**src/rtl/core/dqnf_pkg.sv**
```systemverilog
`timescale 1ns / 1ps
// ----------------------------------------------------------------------------
// dqnf_pkg
// Shared types and constants for the DNS question name match filter.
// ----------------------------------------------------------------------------
package dqnf_pkg;

  // Separator placed between labels of the dotted name
  localparam logic [7:0] DotChar = 8'h2E;

  // Item kinds
  localparam logic KindPattern = 1'b0;
  localparam logic KindQuery   = 1'b1;

  // Question name parse phase
  typedef enum logic [1:0] {
    PH_IDLE,
    PH_LEN,
    PH_LABEL
  } dqnf_phase_e;

  // Input item
  typedef struct packed {
    logic        kind;
    logic [7:0]  data_byte;
    logic        first;
    logic [15:0] client_port;
  } dqnf_in_t;

  // Result item
  typedef struct packed {
    logic        matched;
    logic [15:0] port_out;
    logic [5:0]  name_length;
    logic        overflow;
  } dqnf_out_t;

  // Compare command broadcast to every match cell
  typedef struct packed {
    logic       clear;  // drop all partial matches
    logic       step;   // compare one nonzero character
    logic       fill;   // zero as first character: everything matches
    logic       start;  // character is the first of the name
    logic [7:0] chr;
  } dqnf_cmd_t;

  // Pattern write data broadcast to every match cell
  typedef struct packed {
    logic       restart;  // a new pattern load begins
    logic [7:0] wr_byte;
    logic       wr_clean; // no zero byte precedes this position
  } dqnf_load_t;

endpackage

```
**src/rtl/core/dns_query_name_match_filter_top.sv**
```systemverilog
`timescale 1ns / 1ps
// ----------------------------------------------------------------------------
// dns_query_name_match_filter_top
// Substring match of a DNS question name against a loaded pattern.
// ----------------------------------------------------------------------------
// The block takes one byte per cycle, pattern loads and question name bytes
// alike, and updates a row of PATTERN_MAX match cells with every dotted name
// character. The result for a name is presented in the cycle after the byte
// that ends it, from a single output register; the input stalls only while
// that register holds a result and the output side stalls. A registered OR
// tree over groups of eight cells gives the any-match bit without a cycle of
// its own. No clearing pass is needed after reset.
module dns_query_name_match_filter_top #(
  parameter int PATTERN_MAX = 64,
  parameter int NAME_MAX    = 63
) (
  input  logic                clk_i,
  input  logic                rst_ni,
  input  logic                in_valid_i,
  output logic                in_stall_o,
  input  dqnf_pkg::dqnf_in_t  in_data_i,
  output logic                out_valid_o,
  input  logic                out_stall_i,
  output dqnf_pkg::dqnf_out_t out_data_o
);

  localparam int CntW      = $clog2(PATTERN_MAX + 1);
  localparam int IdxW      = $clog2(PATTERN_MAX);
  localparam int NumGroups = (PATTERN_MAX + 7) / 8;

  logic                   acc, load, query;
  logic [CntW-1:0]        cnt_q, cnt_d, cnt_eff;
  logic                   zero_q, zero_d, zero_eff, room;
  logic [IdxW-1:0]        wr_idx;
  dqnf_pkg::dqnf_load_t   ld;
  dqnf_pkg::dqnf_cmd_t    cmd;
  logic [PATTERN_MAX-1:0] match, match_next;
  logic [NumGroups*8-1:0] next_pad;
  logic [NumGroups-1:0]   grp_q, grp_d;
  logic                   any_match;
  logic                   res_valid;
  dqnf_pkg::dqnf_out_t    res;
  logic                   out_valid_q, out_valid_d;
  dqnf_pkg::dqnf_out_t    out_data_q, out_data_d;

  // Transfer control
  assign in_stall_o = out_valid_q && out_stall_i;
  assign acc        = in_valid_i && !in_stall_o;
  assign load       = acc && (in_data_i.kind == dqnf_pkg::KindPattern);
  assign query      = acc && (in_data_i.kind == dqnf_pkg::KindQuery);

  // Pattern fill pointer and zero-byte tracking
  always_comb begin
    cnt_eff    = in_data_i.first ? '0 : cnt_q;
    zero_eff   = in_data_i.first ? 1'b0 : zero_q;
    room       = cnt_eff < CntW'(PATTERN_MAX);
    wr_idx     = cnt_eff[IdxW-1:0];
    cnt_d      = cnt_q;
    zero_d     = zero_q;
    if (load) begin
      cnt_d  = room ? (cnt_eff + CntW'(1)) : cnt_eff;
      zero_d = zero_eff || (in_data_i.data_byte == 8'd0);
    end
    ld.restart  = in_data_i.first;
    ld.wr_byte  = in_data_i.data_byte;
    ld.wr_clean = !zero_eff;
  end

  // Name parser
  dqnf_parser #(
    .NAME_MAX(NAME_MAX)
  ) u_parser (
    .clk_i      (clk_i),
    .rst_ni     (rst_ni),
    .step_i     (query),
    .item_i     (in_data_i),
    .any_match_i(any_match),
    .cmd_o      (cmd),
    .res_valid_o(res_valid),
    .res_o      (res)
  );

  // Row of match cells
  for (genvar i = 0; i < PATTERN_MAX; i++) begin : g_cell
    logic prev;
    if (i == 0) begin : g_head
      assign prev = 1'b0;
    end else begin : g_body
      assign prev = match[i-1];
    end
    dqnf_cell u_cell (
      .clk_i       (clk_i),
      .rst_ni      (rst_ni),
      .load_i      (load),
      .wr_en_i     (load && room && (wr_idx == IdxW'(i))),
      .ld_i        (ld),
      .cmd_i       (cmd),
      .prev_match_i(prev),
      .match_o     (match[i]),
      .match_next_o(match_next[i])
    );
  end

  // Group OR of the next match bits, registered alongside the cells
  assign next_pad = (NumGroups*8)'(match_next);
  for (genvar g = 0; g < NumGroups; g++) begin : g_grp
    assign grp_d[g] = |next_pad[g*8 +: 8];
  end
  assign any_match = |grp_q;

  // Hold the result until it is taken
  always_comb begin
    out_valid_d = out_valid_q;
    out_data_d  = out_data_q;
    if (res_valid) begin
      out_valid_d = 1'b1;
      out_data_d  = res;
    end else if (!out_stall_i) begin
      out_valid_d = 1'b0;
    end
  end

  always_ff @(posedge clk_i or negedge rst_ni) begin
    if (!rst_ni) begin
      cnt_q       <= '0;
      zero_q      <= 1'b0;
      grp_q       <= '0;
      out_valid_q <= 1'b0;
    end else begin
      cnt_q       <= cnt_d;
      zero_q      <= zero_d;
      grp_q       <= grp_d;
      out_valid_q <= out_valid_d;
    end
  end

  always_ff @(posedge clk_i) begin
    out_data_q <= out_data_d;
  end

  assign out_valid_o = out_valid_q;
  assign out_data_o  = out_data_q;

endmodule

```
**src/rtl/core/dqnf_cell.sv**
```systemverilog
`timescale 1ns / 1ps
// ----------------------------------------------------------------------------
// dqnf_cell
// One pattern position: holds its byte, a live flag, a clean flag and the
// match bit, which advances from the left neighbor on every name character.
// ----------------------------------------------------------------------------
module dqnf_cell (
  input  logic               clk_i,
  input  logic               rst_ni,
  input  logic               load_i,
  input  logic               wr_en_i,
  input  dqnf_pkg::dqnf_load_t ld_i,
  input  dqnf_pkg::dqnf_cmd_t  cmd_i,
  input  logic               prev_match_i,
  output logic               match_o,
  output logic               match_next_o
);

  logic       live_q, live_d;
  logic       clean_q, clean_d;
  logic       match_q, match_d;
  logic [7:0] byte_q, byte_d;

  // Update pattern storage on loads
  always_comb begin
    live_d  = live_q;
    clean_d = clean_q;
    byte_d  = byte_q;
    if (load_i && ld_i.restart) begin
      live_d = 1'b0;
    end
    if (wr_en_i) begin
      live_d  = 1'b1;
      clean_d = ld_i.wr_clean;
      byte_d  = ld_i.wr_byte;
    end
  end

  // Advance the match bit
  always_comb begin
    match_d = match_q;
    if (cmd_i.clear) begin
      match_d = 1'b0;
    end else if (cmd_i.fill) begin
      match_d = 1'b1;
    end else if (cmd_i.step) begin
      match_d = live_q && (byte_q == cmd_i.chr) &&
                (cmd_i.start ? clean_q : prev_match_i);
    end
  end

  always_ff @(posedge clk_i or negedge rst_ni) begin
    if (!rst_ni) begin
      live_q  <= 1'b0;
      match_q <= 1'b0;
    end else begin
      live_q  <= live_d;
      match_q <= match_d;
    end
  end

  // Pattern payload needs no reset
  always_ff @(posedge clk_i) begin
    clean_q <= clean_d;
    byte_q  <= byte_d;
  end

  assign match_o      = match_q;
  assign match_next_o = match_d;

endmodule

```
**src/rtl/core/dqnf_parser.sv**
```systemverilog
`timescale 1ns / 1ps
// ----------------------------------------------------------------------------
// dqnf_parser
// Walks the length-prefixed labels, forms the dotted character stream,
// drives the match chain and builds the result when the name ends.
// ----------------------------------------------------------------------------
module dqnf_parser #(
  parameter int NAME_MAX = 63
) (
  input  logic                 clk_i,
  input  logic                 rst_ni,
  input  logic                 step_i,
  input  dqnf_pkg::dqnf_in_t   item_i,
  input  logic                 any_match_i,
  output dqnf_pkg::dqnf_cmd_t  cmd_o,
  output logic                 res_valid_o,
  output dqnf_pkg::dqnf_out_t  res_o
);

  localparam int CsW = $clog2(NAME_MAX + 2);
  localparam logic [CsW-1:0] NameMaxC = CsW'(NAME_MAX);
  localparam logic [CsW-1:0] NameSatC = CsW'(NAME_MAX + 1);

  dqnf_pkg::dqnf_phase_e phase_q, phase_d, phase_eff;
  logic [CsW-1:0] cs_q, cs_d, cs_eff, len;
  logic           cut_q, cut_d, cut_eff;
  logic           ovf_q, ovf_d, ovf_eff;
  logic [7:0]     ll_q, ll_d, ll_eff, ll_dec;
  logic [15:0]    port_q, port_d, port_eff, len_w;
  logic           ends, take;
  logic [7:0]     chr;

  // Query start resets the per-name state
  always_comb begin
    phase_eff = item_i.first ? dqnf_pkg::PH_LEN : phase_q;
    cs_eff    = item_i.first ? '0 : cs_q;
    cut_eff   = item_i.first ? 1'b0 : cut_q;
    ovf_eff   = item_i.first ? 1'b0 : ovf_q;
    ll_eff    = item_i.first ? 8'd0 : ll_q;
    port_eff  = item_i.first ? item_i.client_port : port_q;
    ends      = (item_i.data_byte == 8'd0) || item_i.data_byte[7];
    ll_dec    = (ll_eff != 8'd0) ? (ll_eff - 8'd1) : 8'd0;
  end

  // Next phase
  always_comb begin
    phase_d = phase_q;
    if (step_i) begin
      case (phase_eff)
        dqnf_pkg::PH_LEN: begin
          phase_d = ends ? dqnf_pkg::PH_IDLE : dqnf_pkg::PH_LABEL;
        end
        dqnf_pkg::PH_LABEL: begin
          phase_d = (ll_dec == 8'd0) ? dqnf_pkg::PH_LEN : dqnf_pkg::PH_LABEL;
        end
        default: begin
          phase_d = dqnf_pkg::PH_IDLE;
        end
      endcase
    end
  end

  // Character selection, counters and chain command
  always_comb begin
    take   = 1'b0;
    chr    = item_i.data_byte;
    ll_d   = ll_q;
    cs_d   = cs_q;
    cut_d  = cut_q;
    ovf_d  = ovf_q;
    port_d = port_q;
    case (phase_eff)
      dqnf_pkg::PH_LEN: begin
        if (!ends && cs_eff != '0) begin
          take = 1'b1;
          chr  = dqnf_pkg::DotChar;
        end
      end
      dqnf_pkg::PH_LABEL: begin
        take = 1'b1;
      end
      default: begin
        take = 1'b0;
      end
    endcase

    if (step_i && phase_eff != dqnf_pkg::PH_IDLE) begin
      port_d = port_eff;
      cut_d  = cut_eff;
      ovf_d  = ovf_eff;
      cs_d   = cs_eff;
      ll_d   = (phase_eff == dqnf_pkg::PH_LEN) ? (ends ? ll_eff : item_i.data_byte)
                                               : ll_dec;
      if (take) begin
        if (chr == 8'd0) begin
          cut_d = 1'b1;
        end
        if (cs_eff >= NameMaxC) begin
          ovf_d = 1'b1;
          cs_d  = NameSatC;
        end else begin
          cs_d = cs_eff + CsW'(1);
        end
      end
    end

    cmd_o.clear = step_i && item_i.first;
    cmd_o.step  = step_i && take && !cut_eff && (chr != 8'd0);
    cmd_o.fill  = step_i && take && !cut_eff && (chr == 8'd0) && (cs_eff == '0);
    cmd_o.start = (cs_eff == '0);
    cmd_o.chr   = chr;
  end

  // Result on the byte that ends the name
  always_comb begin
    len                 = (cs_eff > NameMaxC) ? NameMaxC : cs_eff;
    len_w               = 16'(len);
    res_valid_o         = step_i && (phase_eff == dqnf_pkg::PH_LEN) && ends;
    res_o.matched       = ((cs_eff == '0) || any_match_i) && !ovf_eff &&
                          (port_eff != 16'd0);
    res_o.port_out      = port_eff;
    res_o.name_length   = len_w[5:0];
    res_o.overflow      = ovf_eff;
  end

  always_ff @(posedge clk_i or negedge rst_ni) begin
    if (!rst_ni) begin
      phase_q <= dqnf_pkg::PH_IDLE;
      cs_q    <= '0;
      cut_q   <= 1'b0;
      ovf_q   <= 1'b0;
      ll_q    <= 8'd0;
      port_q  <= 16'd0;
    end else begin
      phase_q <= phase_d;
      cs_q    <= cs_d;
      cut_q   <= cut_d;
      ovf_q   <= ovf_d;
      ll_q    <= ll_d;
      port_q  <= port_d;
    end
  end

endmodule

```
**config.mk**
```make
export PLATFORM = sky130hd
export DESIGN_NAME = dns_query_name_match_filter_top
export DESIGN_NICKNAME = d
export VERILOG_FILES = /design/src/rtl/core/dqnf_pkg.sv /design/src/rtl/core/dns_query_name_match_filter_top.sv /design/src/rtl/core/dqnf_cell.sv /design/src/rtl/core/dqnf_parser.sv
export SDC_FILE = /design/constraint.sdc
export NUM_CORES = 1
export LEC_CHECK = 0
export BUFFER_PORTS_ARGS = -buffer_cell sky130_fd_sc_hd__buf_4
export CORE_MARGIN = 3
export CORE_UTILIZATION = 40
export CTS_CLUSTER_DIAMETER = 120
export DETAILED_ROUTE_END_ITERATION = 12
export SKIP_CTS_REPAIR_TIMING = 1
export SYNTH_ARGS = -nofsm -noshare
export SYNTH_HDL_FRONTEND = slang
export SYNTH_SLANG_ARGS = --single-unit
```
**constraint.sdc**
```tcl
create_clock -name clk_i -period 5 [get_ports clk_i]
set_clock_uncertainty 0.2 [all_clocks]
set_input_delay 0.25 -clock clk_i [delete_from_list [all_inputs] [get_ports clk_i]]
set_output_delay 0.25 -clock clk_i [all_outputs]
set_load 0.005 [all_outputs]
```
* Yosys cells after proc, flatten, opt, wreduce, memory -nomap -nowiden
Index checks and enable logic that the tools add are counted.
Storage, ports and cells: flip-flop bits (word level) 780, bits of input ports 30, output and inout port bits 26, logic and storage cells 1056
Operators by class: $add $sub $neg 3, $lt $le $gt $ge 3, equal/unequal tests 130, muxes and demuxes 348, bitwise logic cells 1, reductions and logical operators 301
Operator list (number):
- $eq 8x8->1 | 64
- $mux 1 | 331
- $logic_and 1x1->1 | 210
- $eq 6x6->1 const B | 32
- $reduce_bool 2->1 | 65
- $eq 6x5->1 const B | 16
- $reduce_or 8->1 | 9
- $eq 6x4->1 const B | 8
- $mux 8 | 6
- $mux 7 | 5
- $eq 6x3->1 const B | 4
- $logic_not 8->1 | 3
- $mux 16 | 1
- $reduce_bool 16->1 | 1
- $reduce_bool 8->1 | 2
- $add 7x1->7 const B | 2
- $eq 6x2->1 const B | 2
- $sub 8x1->8 const B | 1
- $ge 7x6->1 const B | 1
- $gt 7x6->1 const B | 1
- $logic_not 7->1 | 1
- $lt 7x7->1 const B | 1
- $reduce_bool 7->1 | 1
- $eq 6x1->1 const B | 1
- other kinds (10) | 18

* Logic depth before layout (Yosys ltp)
word-level depth 13, gate-level depth with buffers 20, mapped depth without buffers 12

* Hierarchy
A second synthesis with hierarchy kept.
Unflattened totals: cell total of the unflattened synthesis 2271, area, all modules 33647.3 sq um
Modules (own cells, without submodules):
- dqnf_cell | instances 64, cells each 28, area each 455.4 sq um, sequential area each 320.3 sq um
- dqnf_parser | instances 1, cells each 264, area each 2513.7 sq um, sequential area each 875.8 sq um
- dns_query_name_match_filter_top | instances 1, cells each 215, area each 1985.7 sq um, sequential area each 1146.1 sq um

* Worst setup path before layout
No wires, ideal clock.
kind input-to-reg, start point input in_data_i[16] (netlist bit), end point register grp_q[1], setup time 0.139 ns, arrival 4.171 ns, data required time 4.661 ns, slack 0.491 ns, cell stages on the path 17, path buffers 7, path through buf_4 -> clkbuf_1 -> buf_1 -> buf_1 -> clkbuf_1 -> or2_2 -> ha_1 -> nand2b_4 -> a221o_2 -> buf_6 -> o21ai_4 -> buf_6 -> nor3_1 -> a211oi_1 -> nor3_1 -> or4_1 -> or4b_1
On the way: word-level cells in the longest chain between the ends 12, elaborated cells on any way between the ends 78, classes of those cells eq/ne (10); mux (39); reduce/logical (29)
RTL lines:
- from (decl) | line dns_query_name_match_filter_top.sv:21 | input dqnf_pkg::dqnf_in_t in_data_i,
- $mux 7 | line dqnf_parser.sv:36 | cs_eff = item_i.first ? '0 : cs_q;
- $reduce_bool 7->1 | line dqnf_parser.sv:74 | if (!ends && cs_eff != '0) begin
- $logic_and 1x1->1 | line dqnf_parser.sv:74
- $mux 8 / $mux 1 (equally long branches) | line dqnf_parser.sv:74
- $mux 8 / $pmux 1 s2 (equally long branches) | line dqnf_parser.sv:72 | case (phase_eff)
- $eq 8x8->1 / $logic_and 1x1->1 (equally long branches) | line dqnf_cell.sv:47, dqnf_parser.sv:108, dqnf_parser.sv:109
- $logic_and 1x1->1, on equally long branches (2 in a row) | line dqnf_cell.sv:47, dqnf_parser.sv:108, dqnf_parser.sv:109
- $mux 1 / $logic_and 1x1->1 (equally long branches) | line dqnf_cell.sv:46, dqnf_parser.sv:109
- $mux 1 | line dqnf_cell.sv:44 | end else if (cmd_i.fill) begin
- $mux 1 * | line dqnf_cell.sv:42 | if (cmd_i.clear) begin
- named net g_cell[11].u_cell.match_next_o | line dqnf_cell.sv:16 | output logic match_next_o
- $reduce_or 8->1 * | line dns_query_name_match_filter_top.sv:107 | assign grp_d[g] = |next_pad[g*8 +: 8];
- named net grp_d[1] | line dns_query_name_match_filter_top.sv:39 | logic [NumGroups-1:0] grp_q, grp_d;
- to (signal assigned) | line dns_query_name_match_filter_top.sv:132 | grp_q <= grp_d;
- to (decl) | line dns_query_name_match_filter_top.sv:39
Mark *: on every way through the listed nets, which the timed path passes. The rest lies on a longest branch. A chain may end at the register's enable or synchronous reset.

* Worst setup path in the final report
start point register u_parser.cs_q[1], end point register grp_q[0]
On the way: word-level cells in the longest chain between the ends 12, elaborated cells on any way between the ends 72, classes of those cells eq/ne (8); mux (37); reduce/logical (27)
RTL lines:
- from (decl) | line dqnf_parser.sv:25 | logic [CsW-1:0] cs_q, cs_d, cs_eff, len;
- from (signal assigned) | line dqnf_parser.sv:136 | cs_q <= cs_d;
- $mux 7 * | line dqnf_parser.sv:36
- named net u_parser.cs_eff[1] | line dqnf_parser.sv:25
- $reduce_bool 7->1 | line dqnf_parser.sv:74
- $logic_and 1x1->1 | line dqnf_parser.sv:74
- $mux 8 / $mux 1 (equally long branches) | line dqnf_parser.sv:74
- $mux 8 / $pmux 1 s2 (equally long branches) | line dqnf_parser.sv:72
- $eq 8x8->1 / $logic_and 1x1->1 (equally long branches) | line dqnf_cell.sv:47, dqnf_parser.sv:108, dqnf_parser.sv:109
- $logic_and 1x1->1, on equally long branches (2 in a row) | line dqnf_cell.sv:47, dqnf_parser.sv:108, dqnf_parser.sv:109
- $mux 1 / $logic_and 1x1->1 (equally long branches) | line dqnf_cell.sv:46, dqnf_parser.sv:109
- $mux 1 * | line dqnf_cell.sv:44
- $mux 1 * | line dqnf_cell.sv:42
- named net g_cell[6].u_cell.match_next_o | line dqnf_cell.sv:16
- $reduce_or 8->1 * | line dns_query_name_match_filter_top.sv:107
- named net grp_d[0] | line dns_query_name_match_filter_top.sv:39
Marks and branches as above.

==> flow_summary.yaml <==
run_status:
  status: "finished, final reports clean"
clock_tree:
  clk_path_buf_depth: 3
  clock_latency_ns: 0.64
  h-tree-depth: 3
  numCtsBuffers: 82
  cts_sinks: 780
  cts_root_buffer: "clkbuf_16"
  clkTransAtPathRegs_ns: 0.06
  cts_tree: "yes"
floorplanning:
  fp.dieH_um: 303
  pin_count: 56
  die_w_um: 303
  row_count: 108
  initial_core_util: 0.405
  die_area_um2: 91900
  core-area_um2: 87200
sta:
  worst_hold_slack_ns: 0.0450
  hold_violations: 0
  fin_ws_ns: 0.305
  drv_slew: 0
  tightestPinTransition_ns: 1.07
  setup_viol: 0
  period_share: 0.939
  fin_setup_tns_ns: 0
  rsz0062_at_grt: "false"
  clock.fmax_mhz: 213
  period_minus_slack_ns: 4.69
  slew_headroom: 0.284
logic_synthesis:
  synth-edff-count: 600
  yosys_warnings: 0
  ys.flop_type: "edfxtp_1"
  ys_ff_latch: 780
  synthesis.area_um2: 35300
  synth_fp_nets: 2886
  synth_cells: 2846
  syn_area_per_cell_um2: 12.4
  yosysUniqueCellTypes: 82
  synthArstFlopShare: 0.231
  ys_seq_area_frac: 0.638
setup_path:
  cp.required_ns: 5.31
  cp.arrival_ns: 5.00
  start_kind: "flip-flop"
  r2r_cells: 14
  cp-end-kind: "flip-flop"
  criticalPathCategory: "reg2reg"
  crit_path_max_fanout: 44
global_route:
  grt.overflow.total: 0
  grt_pass1_vias: 25600
  grt_max_degree: 98
  grt.total_usage: 0.247
  antenna_found_initial: 3
  grt_pass1_wl_mm: 169
routing:
  ant_nets: 0
  dr.pass1.iters: 7
  routedWlPerCell_um: 27.5
  drt_wl_total_mm: 114
  drt_iter0_markers: 3431
  vias: 25900
  drc: 0
  via_per_inst: 6.22
job:
  cap_viol_max_count: 0
finish:
  final_layout_size_suffix_gt1_frac: 0.124
  regArea_um2: 22500
  nFillCells: 7658
  nets: 2981
  antenna_cells: 0
  syn_to_final_growth_pct: 14.2
  multiInputGateArea_um2: 11700
power:
  leakagePower_nw: 14.8
  total_power_mw: 15.2
  power_density_nw_per_um2: 378
  ir_drop_v: 0.000216
hold_path:
  hold_class: "in2reg"
  hold_path_depth: 2
placement:
  hpwl_mm: 67.5
  io_buffers: 55
  place_ws_ns: 0.262
  gp_congestion: 0.876
cell usage after synthesis (all sizes together), types with 8 or more instances:
library cell	instances	area [um^2]
nand3	57	285
o2111ai	28	245
nand4b	8	70.1
dfrtp	180	4500
nor3	76	380
a21o	68	510
buf	91	489
nor3b	8	60.1
ha	10	125
mux2i	33	330
or3	10	62.6
nor4b	12	111
a221oi	29	260
nor4	38	244
a2111oi	36	315
o211ai	11	82.6
a222oi	20	200
edfxtp	600	18000
nor2	147	557
o22ai	72	450
o221ai	23	201
nor2b	9	56.3
mux2	29	327
xnor2	109	955
o31ai	17	128
or4	26	195
nand4	34	213
a22oi	16	120
a21oi	137	701
a22o	26	228
o221a	11	124
a31oi	31	194
clkbuf	88	330
inv	87	327
xor2	118	1030
o2bb2ai	10	87.6
o32ai	8	70.1
and3	11	68.8
a211oi	14	105
nand2	252	948
nand2b	9	63.8
o21ai	167	862
placed cells by master (no fill, tap or decap), types with 24 or more instances in the layout:
master / count
a2111oi_0: 36
a21o_1: 68
a21oi_1: 133
a221oi_1: 28
a22o_1: 26
a31oi_1: 31
buf_4: 147
clkbuf_16: 82
dfrtp_1: 180
dlygate4sd3_1: 24
edfxtp_1: 600
inv_1: 85
mux2_2: 29
mux2i_1: 33
nand2_1: 245
nand3_1: 57
nand4_1: 34
nor2_1: 144
nor3_1: 75
nor4_1: 37
o2111ai_1: 28
o21ai_0: 158
o22ai_1: 72
or4_1: 26
xnor2_1: 109
xor2_1: 118
metrics by stage:
| step | utilization | area, um^2 | cells |
|---|---|---|---|
| floorplan | - | 35300 | 2846 |
| global placement | 0.430 | 37500 | 3988 |
| detailed placement | 0.430 | 37500 | 3988 |
| CTS | 0.460 | 40100 | 4140 |
| global route | 0.463 | 40300 | 4164 |
| finish | 0.463 | 40300 | 4164 |
worst max-delay path: stages, from the launching register on:
cell	delay (ns)
dfrtp_1	0.36
nor2b_1	0.19
inv_1	0.09
ha_1	0.27
nor4b_2	0.21
a221oi_4	0.51
a21oi_1	0.24
nor2_2	0.36
and2_2	0.25
buf_12	0.30
a21oi_1	0.15
nor3_1	0.48
buf_4	0.19
or4b_1	0.43
or3_1	0.32
sequential cells by signal (all words and copies together), names as in the netlist:
register               cells
out_valid_o                1
cnt_q                      7
g_cell.u_cell.clean_q     64
u_parser.phase_q           2
g_cell.u_cell.byte_q     512
u_parser.ll_q              8
out_data_o                24
g_cell.u_cell.live_q      64
u_parser.port_q           16
u_parser.cut_q             1
u_parser.cs_q              7
g_cell.u_cell.match_o     64
zero_q                     1
u_parser.ovf_q             1
grp_q                      8
area by class of cell:
class | instances | share of cell area
sequential | 780 | 0.558
multi-input combinational | 1797 | 0.290
clock buffer | 104 | 0.0542
timing repair buffer | 190 | 0.0420
tap | 1155 | 0.0358
clock inverter | 48 | 0.0109
inverter | 90 | 0.00838
kinds of logic (layout without fill, tap and decap cells):
family,Yosys count,after routing,synth area share
DFF,780,780,0.638
AOI/OAI and AO/OA,774,774,0.151
and+or+nand+nor,724,724,0.100
buffers and inverters,269,432,0.0328
xor gates and xnor gates,227,227,0.0563
muxes,62,62,0.0186
adders and majority gates,10,10,0.00354
where the power goes:
part	total, mW	switching [mW]	leakage (nW)	internal [mW]
sequential	7.37	0.177	7.95	7.20
combinational	1.81	1.19	5.52	0.619
clock	6.05	2.62	1.30	3.43
total	15.2	3.99	14.8	11.2
routing by layer:
layer  wire length (um)  track usage  up-vias  part of all wire
met3              11100       0.0390      249             0.097
met5                 13            0        -           0.00011
met4               4370       0.0952        2             0.038
met2              52500        0.392     1576              0.46
li1                   -            -    11100                 -
met1              46400        0.343    13000              0.41
path summary, 6_finish.rpt:
kind / startpoint / to / slack, ns
worst max register to register: u_parser.cs_q[1]$_DFFE_PN0P_ / grp_q[0]$_DFF_PN0_ / 0.31
min in group asynchronous: rst_ni / u_parser.port_q[10]$_DFFE_PN0P_ / 0.06
worst min register to register: u_parser.port_q[11]$_DFFE_PN0P_ / u_parser.port_q[11]$_DFFE_PN0P_ / 0.27
max in group asynchronous: rst_ni / g_cell[18].u_cell.match_o$_DFF_PN0_ / 3.33
worst min-delay path: in_data_i[22] / g_cell[57].u_cell.byte_q[5]$_DFFE_PP_ / 0.04
worst max-delay path: u_parser.cs_q[1]$_DFFE_PN0P_ / grp_q[0]$_DFF_PN0_ / 0.31
No activity file was read; power rests on OpenSTA's default activity.
